### src/mme_pkg.sv
// ----------------------------------------------------------------------------
// mme_pkg
// Types and constants shared by the matrix multiply engine and its submodules.
// ----------------------------------------------------------------------------
package mme_pkg;

  // Fixed field widths of the stream payloads.
  localparam int IDX_W  = 3;   // row and column fields
  localparam int VAL_W  = 16;  // Q8.8 element
  localparam int PROD_W = 32;  // Q16.16 product of two elements
  localparam int SUM_W  = 35;  // Q19.16 sum of up to eight products
  localparam int CMD_W  = 2;
  localparam int CFG_W  = 4;
  localparam int CFG_IDX_W = 2;

  localparam int IN_DATA_W  = 24;  // row, col, value, padded to bytes
  localparam int OUT_DATA_W = 48;  // row, col, sum, padded to bytes

  // Command codes carried in in_tuser.
  localparam logic [CMD_W-1:0] CMD_LOAD_A = 2'd0;
  localparam logic [CMD_W-1:0] CMD_LOAD_B = 2'd1;
  localparam logic [CMD_W-1:0] CMD_START  = 2'd2;

  // Configuration register indexes.
  localparam logic [CFG_IDX_W-1:0] CFG_A_ROWS    = 2'd0;
  localparam logic [CFG_IDX_W-1:0] CFG_INNER_LEN = 2'd1;
  localparam logic [CFG_IDX_W-1:0] CFG_B_COLS    = 2'd2;

  // Control that travels with each pair of operands through the MAC pipeline.
  typedef struct packed {
    logic vld;    // operand read issued this cycle
    logic first;  // first term of a dot product
    logic last;   // last term of a dot product
  } mac_ctl_t;

endpackage

### src/mme_mem.sv
// ----------------------------------------------------------------------------
// mme_mem
// Single-port-write, single-port-read synchronous memory with registered read.
// ----------------------------------------------------------------------------
module mme_mem #(
  parameter int DEPTH = 64,
  parameter int AW    = 6,
  parameter int W     = 16
) (
  input  logic          clk,
  input  logic          wen,
  input  logic [AW-1:0] waddr,
  input  logic [W-1:0]  wdata,
  input  logic [AW-1:0] raddr,
  output logic [W-1:0]  rdata
);

  logic [W-1:0] mem [DEPTH];
  logic [W-1:0] rdata_r;

  always_ff @(posedge clk) begin
    if (wen) begin
      mem[waddr] <= wdata;
    end
    rdata_r <= mem[raddr];
  end

  assign rdata = rdata_r;

endmodule

### src/mme_mac.sv
// ----------------------------------------------------------------------------
// mme_mac
// Multiply-accumulate datapath: registered product, then a 35-bit accumulator
// that holds a finished dot product until the controller takes it.
// ----------------------------------------------------------------------------
module mme_mac (
  input  logic                         clk,
  input  logic                         rst_n,
  input  mme_pkg::mac_ctl_t            issue,    // control of the read issued now
  input  logic [mme_pkg::VAL_W-1:0]    a_data,   // memory read data, from the read issued the cycle before
  input  logic [mme_pkg::VAL_W-1:0]    b_data,
  input  logic                         take,     // controller consumes the result
  output logic                         acc_vld,
  output logic [mme_pkg::SUM_W-1:0]    acc_sum
);
  import mme_pkg::*;

  mac_ctl_t                   ctl1_r;
  mac_ctl_t                   ctl2_r;
  logic signed [PROD_W-1:0]   prod_r;
  logic signed [SUM_W-1:0]    acc_r;
  logic                       acc_vld_r;
  logic signed [SUM_W-1:0]    prod_ext;

  assign prod_ext = SUM_W'(prod_r);

  always_ff @(posedge clk) begin
    if (!rst_n) begin
      ctl1_r    <= '0;
      ctl2_r    <= '0;
      acc_vld_r <= 1'b0;
    end else begin
      ctl1_r <= issue;
      ctl2_r <= ctl1_r;
      if (ctl2_r.vld && ctl2_r.last) begin
        acc_vld_r <= 1'b1;
      end else if (take) begin
        acc_vld_r <= 1'b0;
      end
    end
    // Payload registers.
    prod_r <= $signed(a_data) * $signed(b_data);
    if (ctl2_r.vld) begin
      acc_r <= ctl2_r.first ? prod_ext : acc_r + prod_ext;
    end
  end

  assign acc_vld = acc_vld_r;
  assign acc_sum = acc_r;

endmodule

### src/matrix_multiply_engine.sv
// ----------------------------------------------------------------------------
// matrix_multiply_engine
// Fixed-point general matrix multiply C = A x B over two element memories.
// ----------------------------------------------------------------------------
// Usage:
// The input stream carries three kinds of transfer, chosen by in_tuser. A
// load of A or B writes one Q8.8 element into its memory at row*MAX_DIM+col
// and is taken one per cycle while the block is idle; loads outside the
// MAX_DIM grid are dropped. A start transfer multiplies the a_rows x
// inner_len matrix A by the inner_len x b_cols matrix B and streams every
// element of C in row-major order on the output, with out_tlast on the
// final element. Sizes come from the configuration port; a size of zero
// acts as one and a size above MAX_DIM acts as MAX_DIM. Write
// configuration only while the block is idle. Each C element is read as
// inner_len terms on the two memory ports (one term per cycle), then
// drains through the read register, the product register and the
// accumulator, after which the sum moves to the output register. While a
// start is being worked on, in_tready stays low. A stalled receiver holds
// the output register; the accumulator then keeps the next element and
// the sequencer waits, so nothing is lost. Synchronous active-low reset
// returns the sizes to defaults of 8 and empties the pipeline; memory
// contents are undefined until written.
// ----------------------------------------------------------------------------
module matrix_multiply_engine #(
  parameter int MAX_DIM = 8
) (
  input  logic                                clk,
  input  logic                                rst_n,
  // Input stream.
  input  logic                                in_tvalid,
  output logic                                in_tready,
  // in_tdata from bit 0: row[2:0], col[5:3], value[21:6], zero pad[23:22]
  input  logic [mme_pkg::IN_DATA_W-1:0]       in_tdata,
  // in_tuser: cmd[1:0]
  input  logic [mme_pkg::CMD_W-1:0]           in_tuser,
  // Result stream.
  output logic                                out_tvalid,
  input  logic                                out_tready,
  // out_tdata from bit 0: out_row[2:0], out_col[5:3], dot_sum[40:6], pad[47:41]
  output logic [mme_pkg::OUT_DATA_W-1:0]      out_tdata,
  output logic                                out_tlast,
  // Configuration write port.
  input  logic                                cfg_wen,
  input  logic [mme_pkg::CFG_IDX_W-1:0]       cfg_index,
  input  logic [mme_pkg::CFG_W-1:0]           cfg_wdata
);
  import mme_pkg::*;

  localparam int DEPTH = MAX_DIM * MAX_DIM;
  localparam int AW    = $clog2(DEPTH);
  localparam int DW    = $clog2(MAX_DIM);
  localparam logic [CFG_W-1:0] DIM_CFG  = CFG_W'(MAX_DIM);
  localparam logic [AW-1:0]    DIM_ADDR = AW'(MAX_DIM);
  localparam logic [DW-1:0]    DIM_TOP  = DW'(MAX_DIM - 1);

  typedef enum logic [1:0] {
    S_IDLE,
    S_RUN,
    S_WAIT
  } state_t;

  // Maps a raw size register to its clamped value minus one.
  function automatic logic [DW-1:0] dim_m1(input logic [CFG_W-1:0] v);
    logic [DW-1:0] res;
    if (v == '0) begin
      res = '0;
    end else if (v > DIM_CFG) begin
      res = DIM_TOP;
    end else begin
      res = DW'(v - CFG_W'(1));
    end
    return res;
  endfunction

  // Input fields.
  logic [IDX_W-1:0] in_row;
  logic [IDX_W-1:0] in_col;
  logic [VAL_W-1:0] in_value;
  logic             in_xfer;
  logic             load_ok;
  logic [AW-1:0]    load_addr;
  logic             we_a;
  logic             we_b;
  logic             start_xfer;

  assign in_row   = in_tdata[2:0];
  assign in_col   = in_tdata[5:3];
  assign in_value = in_tdata[21:6];
  assign in_xfer  = in_tvalid && in_tready;
  assign load_ok  = (CFG_W'(in_row) < DIM_CFG) && (CFG_W'(in_col) < DIM_CFG);
  assign load_addr = AW'(in_row[DW-1:0]) * DIM_ADDR + AW'(in_col[DW-1:0]);
  assign we_a = in_xfer && load_ok && (in_tuser == CMD_LOAD_A);
  assign we_b = in_xfer && load_ok && (in_tuser == CMD_LOAD_B);
  assign start_xfer = in_xfer && (in_tuser == CMD_START);

  // Configuration registers, raw as written.
  logic [CFG_W-1:0] a_rows_r;
  logic [CFG_W-1:0] inner_len_r;
  logic [CFG_W-1:0] b_cols_r;

  always_ff @(posedge clk) begin
    if (!rst_n) begin
      a_rows_r    <= CFG_W'(8);
      inner_len_r <= CFG_W'(8);
      b_cols_r    <= CFG_W'(8);
    end else if (cfg_wen) begin
      case (cfg_index)
        CFG_A_ROWS:    a_rows_r    <= cfg_wdata;
        CFG_INNER_LEN: inner_len_r <= cfg_wdata;
        CFG_B_COLS:    b_cols_r    <= cfg_wdata;
        default: ;
      endcase
    end
  end

  // Sequencer state and output register.
  state_t           state_r, state_nxt;
  logic [DW-1:0]    i_r, i_nxt;
  logic [DW-1:0]    j_r, j_nxt;
  logic [DW-1:0]    k_r, k_nxt;
  logic [DW-1:0]    nr_m1_r, nr_m1_nxt;
  logic [DW-1:0]    nk_m1_r, nk_m1_nxt;
  logic [DW-1:0]    nc_m1_r, nc_m1_nxt;
  logic             out_vld_r, out_vld_nxt;
  logic [IDX_W-1:0] out_row_r, out_row_nxt;
  logic [IDX_W-1:0] out_col_r, out_col_nxt;
  logic [SUM_W-1:0] out_sum_r, out_sum_nxt;
  logic             out_last_r, out_last_nxt;

  mac_ctl_t         issue;
  logic             acc_take;
  logic             acc_vld;
  logic [SUM_W-1:0] acc_sum;
  logic [AW-1:0]    a_raddr;
  logic [AW-1:0]    b_raddr;
  logic [VAL_W-1:0] a_rdata;
  logic [VAL_W-1:0] b_rdata;
  logic             last_elem;

  // A term of C[i][j] reads A[i][k] and B[k][j]. Memories are written only in
  // the idle state and read only while running, so a load directly before a
  // start lands before the first read and no forwarding is needed.
  assign a_raddr = AW'(i_r) * DIM_ADDR + AW'(k_r);
  assign b_raddr = AW'(k_r) * DIM_ADDR + AW'(j_r);
  assign last_elem = (i_r == nr_m1_r) && (j_r == nc_m1_r);

  always_comb begin
    state_nxt    = state_r;
    i_nxt        = i_r;
    j_nxt        = j_r;
    k_nxt        = k_r;
    nr_m1_nxt    = nr_m1_r;
    nk_m1_nxt    = nk_m1_r;
    nc_m1_nxt    = nc_m1_r;
    out_vld_nxt  = out_vld_r && !out_tready;
    out_row_nxt  = out_row_r;
    out_col_nxt  = out_col_r;
    out_sum_nxt  = out_sum_r;
    out_last_nxt = out_last_r;
    issue        = '0;
    acc_take     = 1'b0;
    case (state_r)
      S_IDLE: begin
        if (start_xfer) begin
          i_nxt     = '0;
          j_nxt     = '0;
          k_nxt     = '0;
          nr_m1_nxt = dim_m1(a_rows_r);
          nk_m1_nxt = dim_m1(inner_len_r);
          nc_m1_nxt = dim_m1(b_cols_r);
          state_nxt = S_RUN;
        end
      end
      S_RUN: begin
        issue.vld   = 1'b1;
        issue.first = (k_r == '0);
        issue.last  = (k_r == nk_m1_r);
        if (k_r == nk_m1_r) begin
          k_nxt     = '0;
          state_nxt = S_WAIT;
        end else begin
          k_nxt = k_r + DW'(1);
        end
      end
      S_WAIT: begin
        // Hand the finished sum to the output register once it is free.
        if (acc_vld && (!out_vld_r || out_tready)) begin
          acc_take     = 1'b1;
          out_vld_nxt  = 1'b1;
          out_row_nxt  = IDX_W'(i_r);
          out_col_nxt  = IDX_W'(j_r);
          out_sum_nxt  = acc_sum;
          out_last_nxt = last_elem;
          if (last_elem) begin
            state_nxt = S_IDLE;
          end else begin
            state_nxt = S_RUN;
            if (j_r == nc_m1_r) begin
              j_nxt = '0;
              i_nxt = i_r + DW'(1);
            end else begin
              j_nxt = j_r + DW'(1);
            end
          end
        end
      end
      default: begin
        state_nxt = S_IDLE;
      end
    endcase
  end

  always_ff @(posedge clk) begin
    if (!rst_n) begin
      state_r   <= S_IDLE;
      out_vld_r <= 1'b0;
    end else begin
      state_r   <= state_nxt;
      out_vld_r <= out_vld_nxt;
    end
    i_r        <= i_nxt;
    j_r        <= j_nxt;
    k_r        <= k_nxt;
    nr_m1_r    <= nr_m1_nxt;
    nk_m1_r    <= nk_m1_nxt;
    nc_m1_r    <= nc_m1_nxt;
    out_row_r  <= out_row_nxt;
    out_col_r  <= out_col_nxt;
    out_sum_r  <= out_sum_nxt;
    out_last_r <= out_last_nxt;
  end

  mme_mem #(.DEPTH(DEPTH), .AW(AW), .W(VAL_W)) u_a_mem (
    .clk   (clk),
    .wen   (we_a),
    .waddr (load_addr),
    .wdata (in_value),
    .raddr (a_raddr),
    .rdata (a_rdata)
  );

  mme_mem #(.DEPTH(DEPTH), .AW(AW), .W(VAL_W)) u_b_mem (
    .clk   (clk),
    .wen   (we_b),
    .waddr (load_addr),
    .wdata (in_value),
    .raddr (b_raddr),
    .rdata (b_rdata)
  );

  mme_mac u_mac (
    .clk     (clk),
    .rst_n   (rst_n),
    .issue   (issue),
    .a_data  (a_rdata),
    .b_data  (b_rdata),
    .take    (acc_take),
    .acc_vld (acc_vld),
    .acc_sum (acc_sum)
  );

  assign in_tready  = (state_r == S_IDLE);
  assign out_tvalid = out_vld_r;
  assign out_tlast  = out_last_r;
  assign out_tdata  = {{(OUT_DATA_W - SUM_W - 2 * IDX_W){1'b0}},
                       out_sum_r, out_col_r, out_row_r};

  // A start transfer always launches a run.
  a_start_runs: assert property (@(posedge clk) disable iff (!rst_n)
    start_xfer |=> (state_r == S_RUN))
    else $error("start transfer did not launch a run");

  // No new term enters the pipeline while a finished sum waits.
  a_no_issue_over_result: assert property (@(posedge clk) disable iff (!rst_n)
    !(acc_vld && issue.vld))
    else $error("operand issued while accumulator holds a result");

  // The flagged final element sits at the bottom-right corner of C.
  a_last_corner: assert property (@(posedge clk) disable iff (!rst_n)
    (out_vld_r && out_last_r) |->
      ((out_row_r == IDX_W'(nr_m1_r)) && (out_col_r == IDX_W'(nc_m1_r))))
    else $error("last result flagged away from the final element");

  // A result waiting for the output register is taken only when it is free.
  a_take_free: assert property (@(posedge clk) disable iff (!rst_n)
    acc_take |-> (acc_vld && (!out_vld_r || out_tready)))
    else $error("accumulator taken while output register busy");

endmodule

### config.mk
export PLATFORM = sky130hd
export DESIGN_NAME = matrix_multiply_engine
export DESIGN_NICKNAME = d
export VERILOG_FILES = /design/src/mme_pkg.sv /design/src/mme_mem.sv /design/src/mme_mac.sv /design/src/matrix_multiply_engine.sv
export SDC_FILE = /design/constraint.sdc
export NUM_CORES = 2
export LEC_CHECK = 0
export BUFFER_PORTS_ARGS = -buffer_cell sky130_fd_sc_hd__buf_4
export CELL_PAD_IN_SITES_DETAIL_PLACEMENT = 0
export CELL_PAD_IN_SITES_GLOBAL_PLACEMENT = 1
export CORE_UTILIZATION = 51
export CTS_CLUSTER_DIAMETER = 200
export CTS_CLUSTER_SIZE = 28
export DETAILED_ROUTE_END_ITERATION = 8
export PLACE_DENSITY = 0.85
export SYNTH_ARGS = -nofsm -noshare
export SYNTH_HDL_FRONTEND = slang
export SYNTH_SLANG_ARGS = --single-unit
### constraint.sdc
create_clock -name clk -period 6.55 [get_ports clk]
set_input_delay 0.9825 -clock clk [delete_from_list [all_inputs] [get_ports clk]]
set_output_delay 0.9825 -clock clk [all_outputs]
set_load 0.02 [all_outputs]
==> impl_metrics.yaml <==
synthesis:
  synth_seq_area_share: 0.694
  synth_edf_count: 2143
  syn_area_um2: 95200
  ys_ff_latch: 2229
  netlist_instances: 4737
  syn_avg_cell_area_um2: 20.1
  yosysUniqueCellTypes: 64
  yosysWarnings: 0
  ys.flop_type: "edfxtp_1"
  async_reset_ff_frac: 0
job:
  cap_viol_max_count: 0
grt:
  first_global_vias: 46200
  use_met2: 0.366
  top_usage_layer: "met2"
  grt_max_degree: 153
  antenna_found_initial: 23
  grt_usage: 0.227
  met1_usage: 0.314
  grtUsageMet3: 0.0497
  grt_overflow: 0
  grt_pass1_wl_um: 311000
setup_path:
  slowest_stage: "fa_1"
  path_class: "flop to flop"
  start_kind: "flop"
  worstPathRequired_ns: 7.26
  critPathArrivalTime_ns: 6.99
  path_cells: "and2_1 > fa_1 > inv_1 > fa_1 > inv_1 > fa_1 > fa_1 > fa_1 > inv_1 > fa_1 > inv_1 > ha_1 > and3_1 > and2_1 > a221oi_1 > o21a_2 > o31ai_2 > o41a_1 > a21o_1 > a21o_1 > a21oi_2 > xnor2_1"
  max_stage_delay_ns: 0.54
  end_kind: "flop"
  cp_max_fo: 8
  path_common_cell: "fa_1"
  cp_num_buf_inv: 4
  critPathTopFamily: "adder cells"
final_layout:
  area_growth_pct: 7.52
  layout_commonest_cell: "edfxtp_1"
  mostFrequentLayoutCells: "2143 x edfxtp_1, 672 x mux4_2, 321 x inv_1"
  final_nets: 5335
  layout-drive-gt1-share: 0.223
  stdcell_area_um2: 102000
  n_fill_cell: 13700
clock_network:
  cts_hold_buf: 0
  numClockSinks: 2229
  post-cts-setup-buffers: 0
  clock_latency_ns: 0.78
  cts_buffers: 89
  h-tree-depth: 3
  cts_resized: 0
  clockBufferDepth: 3
  cts_tree: "done"
  cts.clk_slew.worst_paths_ns: 0.11
  cts_root_buffer: "clkbuf_16"
die:
  rows: 158
  die_y_um: 434
  dieArea_um2: 188000
  die_x_um: 434
  start_util: 0.513
  core_area_um2: 185000
  pin_count: 88
pwr:
  internal_power_mw: 31.9
  clockPowerShare: 0.132
  seq_power_share: 0.321
  ir_drop_v: 0.00111
  power_leakage_nw: 33.6
  swShare: 0.379
  power_density_nw_per_um2: 503
  p_comb_frac: 0.547
  switchingPower_mw: 19.5
place:
  port_buffers: 78
  place_congestion: 0.818
  placed_area_um2: 99800
  pre_cts_ws_ns: 0.0590
  hpwlAfterDp_um: 128000
detailed_routing:
  drc: 4
  avgViaCountPerCell: 6.11
  final_antenna_net_count: 0
  routedWlPerCell_um: 28.2
  drt_iter0_drc: 5581
  dr.pass1.iters: 8
  vias: 45500
  wirelength_um: 210000
hold_path:
  worstHoldPathType: "flop to flop"
timing:
  rsz0062_at_grt: "false"
  setup_ws_ns: 0.266
  tightest_slew_ns: 1.24
  slew_violations: 0
  final_hold_viol_count: 0
  post-route-period-util: 0.959
  max_slew_margin: 0.175
  fin_skew_ns: 0.0664
  fin_tns_setup_ns: 0
  period_minus_slack_ns: 6.28
  final-setup-viol-count: 0
  max_freq_mhz: 159
status:
  failed_checks: "DRC"
  status: "complete, but fails checks"
[Yosys cell counts (all sizes together) (11+ instances only)]
master | instances | area share
nor2 | 175 | 0.0069
ha | 123 | 0.016
xnor2 | 54 | 0.0050
and3 | 12 | 0.00089
nand3 | 20 | 0.0011
mux2i | 11 | 0.0012
mux4 | 672 | 0.16
a21oi | 54 | 0.0029
nand2b | 16 | 0.0011
edfxtp | 2143 | 0.68
a21o | 41 | 0.0032
buf | 77 | 0.0041
clkbuf | 139 | 0.0055
dfxtp | 86 | 0.018
nor2b | 16 | 0.0011
nand2 | 212 | 0.0084
fa | 263 | 0.055
and2 | 124 | 0.0082
xor2 | 23 | 0.0021
inv | 321 | 0.013
o21ai | 59 | 0.0032
a211oi | 11 | 0.00087
[power groups by stage]
stage                     clock, mW  combinational (mW)  sequential, mW
after floorplan                   0                22.2            16.8
after global placement            0                27.7            16.8
after detailed placement          0                28.2            16.8
after CTS                      6.88                28.3            16.5
after global routing           7.28                32.2            16.5
final                          6.77                28.2            16.5
[stage by stage]
step | hold slack [ns] | std cells | power (mW) | utilization
2_1_floorplan | 0.412 | 4743 | 38.9 | -
3_3_place_gp | 0.416 | 7301 | 44.5 | 0.538
3_5_place_dp | 0.433 | 7301 | 45.0 | 0.538
4_1_cts | 0.412 | 7436 | 51.7 | 0.552
5_1_grt | 0.442 | 7437 | 56.0 | 0.552
6_report | 0.459 | 7439 | 51.4 | 0.552
[cell families (layout without fill, tap and decap cells)]
family	count (synthesis)	in the layout	share of synthesized area
flip-flops	2229	2229	0.694
multiplexers	685	685	0.160
AND/OR/NAND/NOR	613	613	0.0304
buffers and inverters	537	750	0.0223
adder cells (fa/ha/maj)	386	386	0.0715
AO/OA/AOI/OAI	209	209	0.0140
XOR/XNOR	77	77	0.00709
other	1	10	0.0000394
[final cells by class]
type                       instances  area, um2  area share
sequential                      2229      66100       0.646
inverter                         321       1200      0.0118
antenna                            3       7.51   0.0000734
multi-input combinational       1977      27100       0.264
clock buffer                     126       2370      0.0231
timing repair buffer             294       2340      0.0229
tap                             2480       3100      0.0303
clock inverter                     9        165     0.00161
[layer usage]
layer  vias up  share of wire
li1      18800              -
met1     24100           0.39
met2      2262           0.49
met3       299          0.096
met4        24          0.028
met5         -        0.00078
[state kept, by name, indices dropped and copies added (netlist names), 3 cells and up]
name	cells
u_b_mem.mem	1024
b_cols_r	4
nc_m1_r	3
out_col_r	3
u_a_mem.mem	1024
nk_m1_r	3
u_mac.prod_r	32
inner_len_r	4
out_sum_r	35
out_row_r	3
nr_m1_r	3
u_mac.ctl1_r	3
u_mac.ctl2_r	3
j_r	3
u_mac.acc_sum	35
i_r	3
a_rows_r	4
u_b_mem.rdata	16
u_a_mem.rdata	16
k_r	3
[path summary, 6_finish.rpt]
check / start / to / slack (ns) / cells past startpoint
worst min-delay path: u_mac.ctl1_r[0] / u_mac.ctl2_r[0] / 0.46 / 1
worst max-delay path: u_b_mem.rdata[10] / u_mac.prod_r[28] / 0.27 / 22
worst min register to register: u_mac.ctl1_r[0] / u_mac.ctl2_r[0] / 0.46 / 1
worst max register to register: u_b_mem.rdata[10] / u_mac.prod_r[28] / 0.27 / 22
No activity file was read; power rests on OpenSTA's default activity.
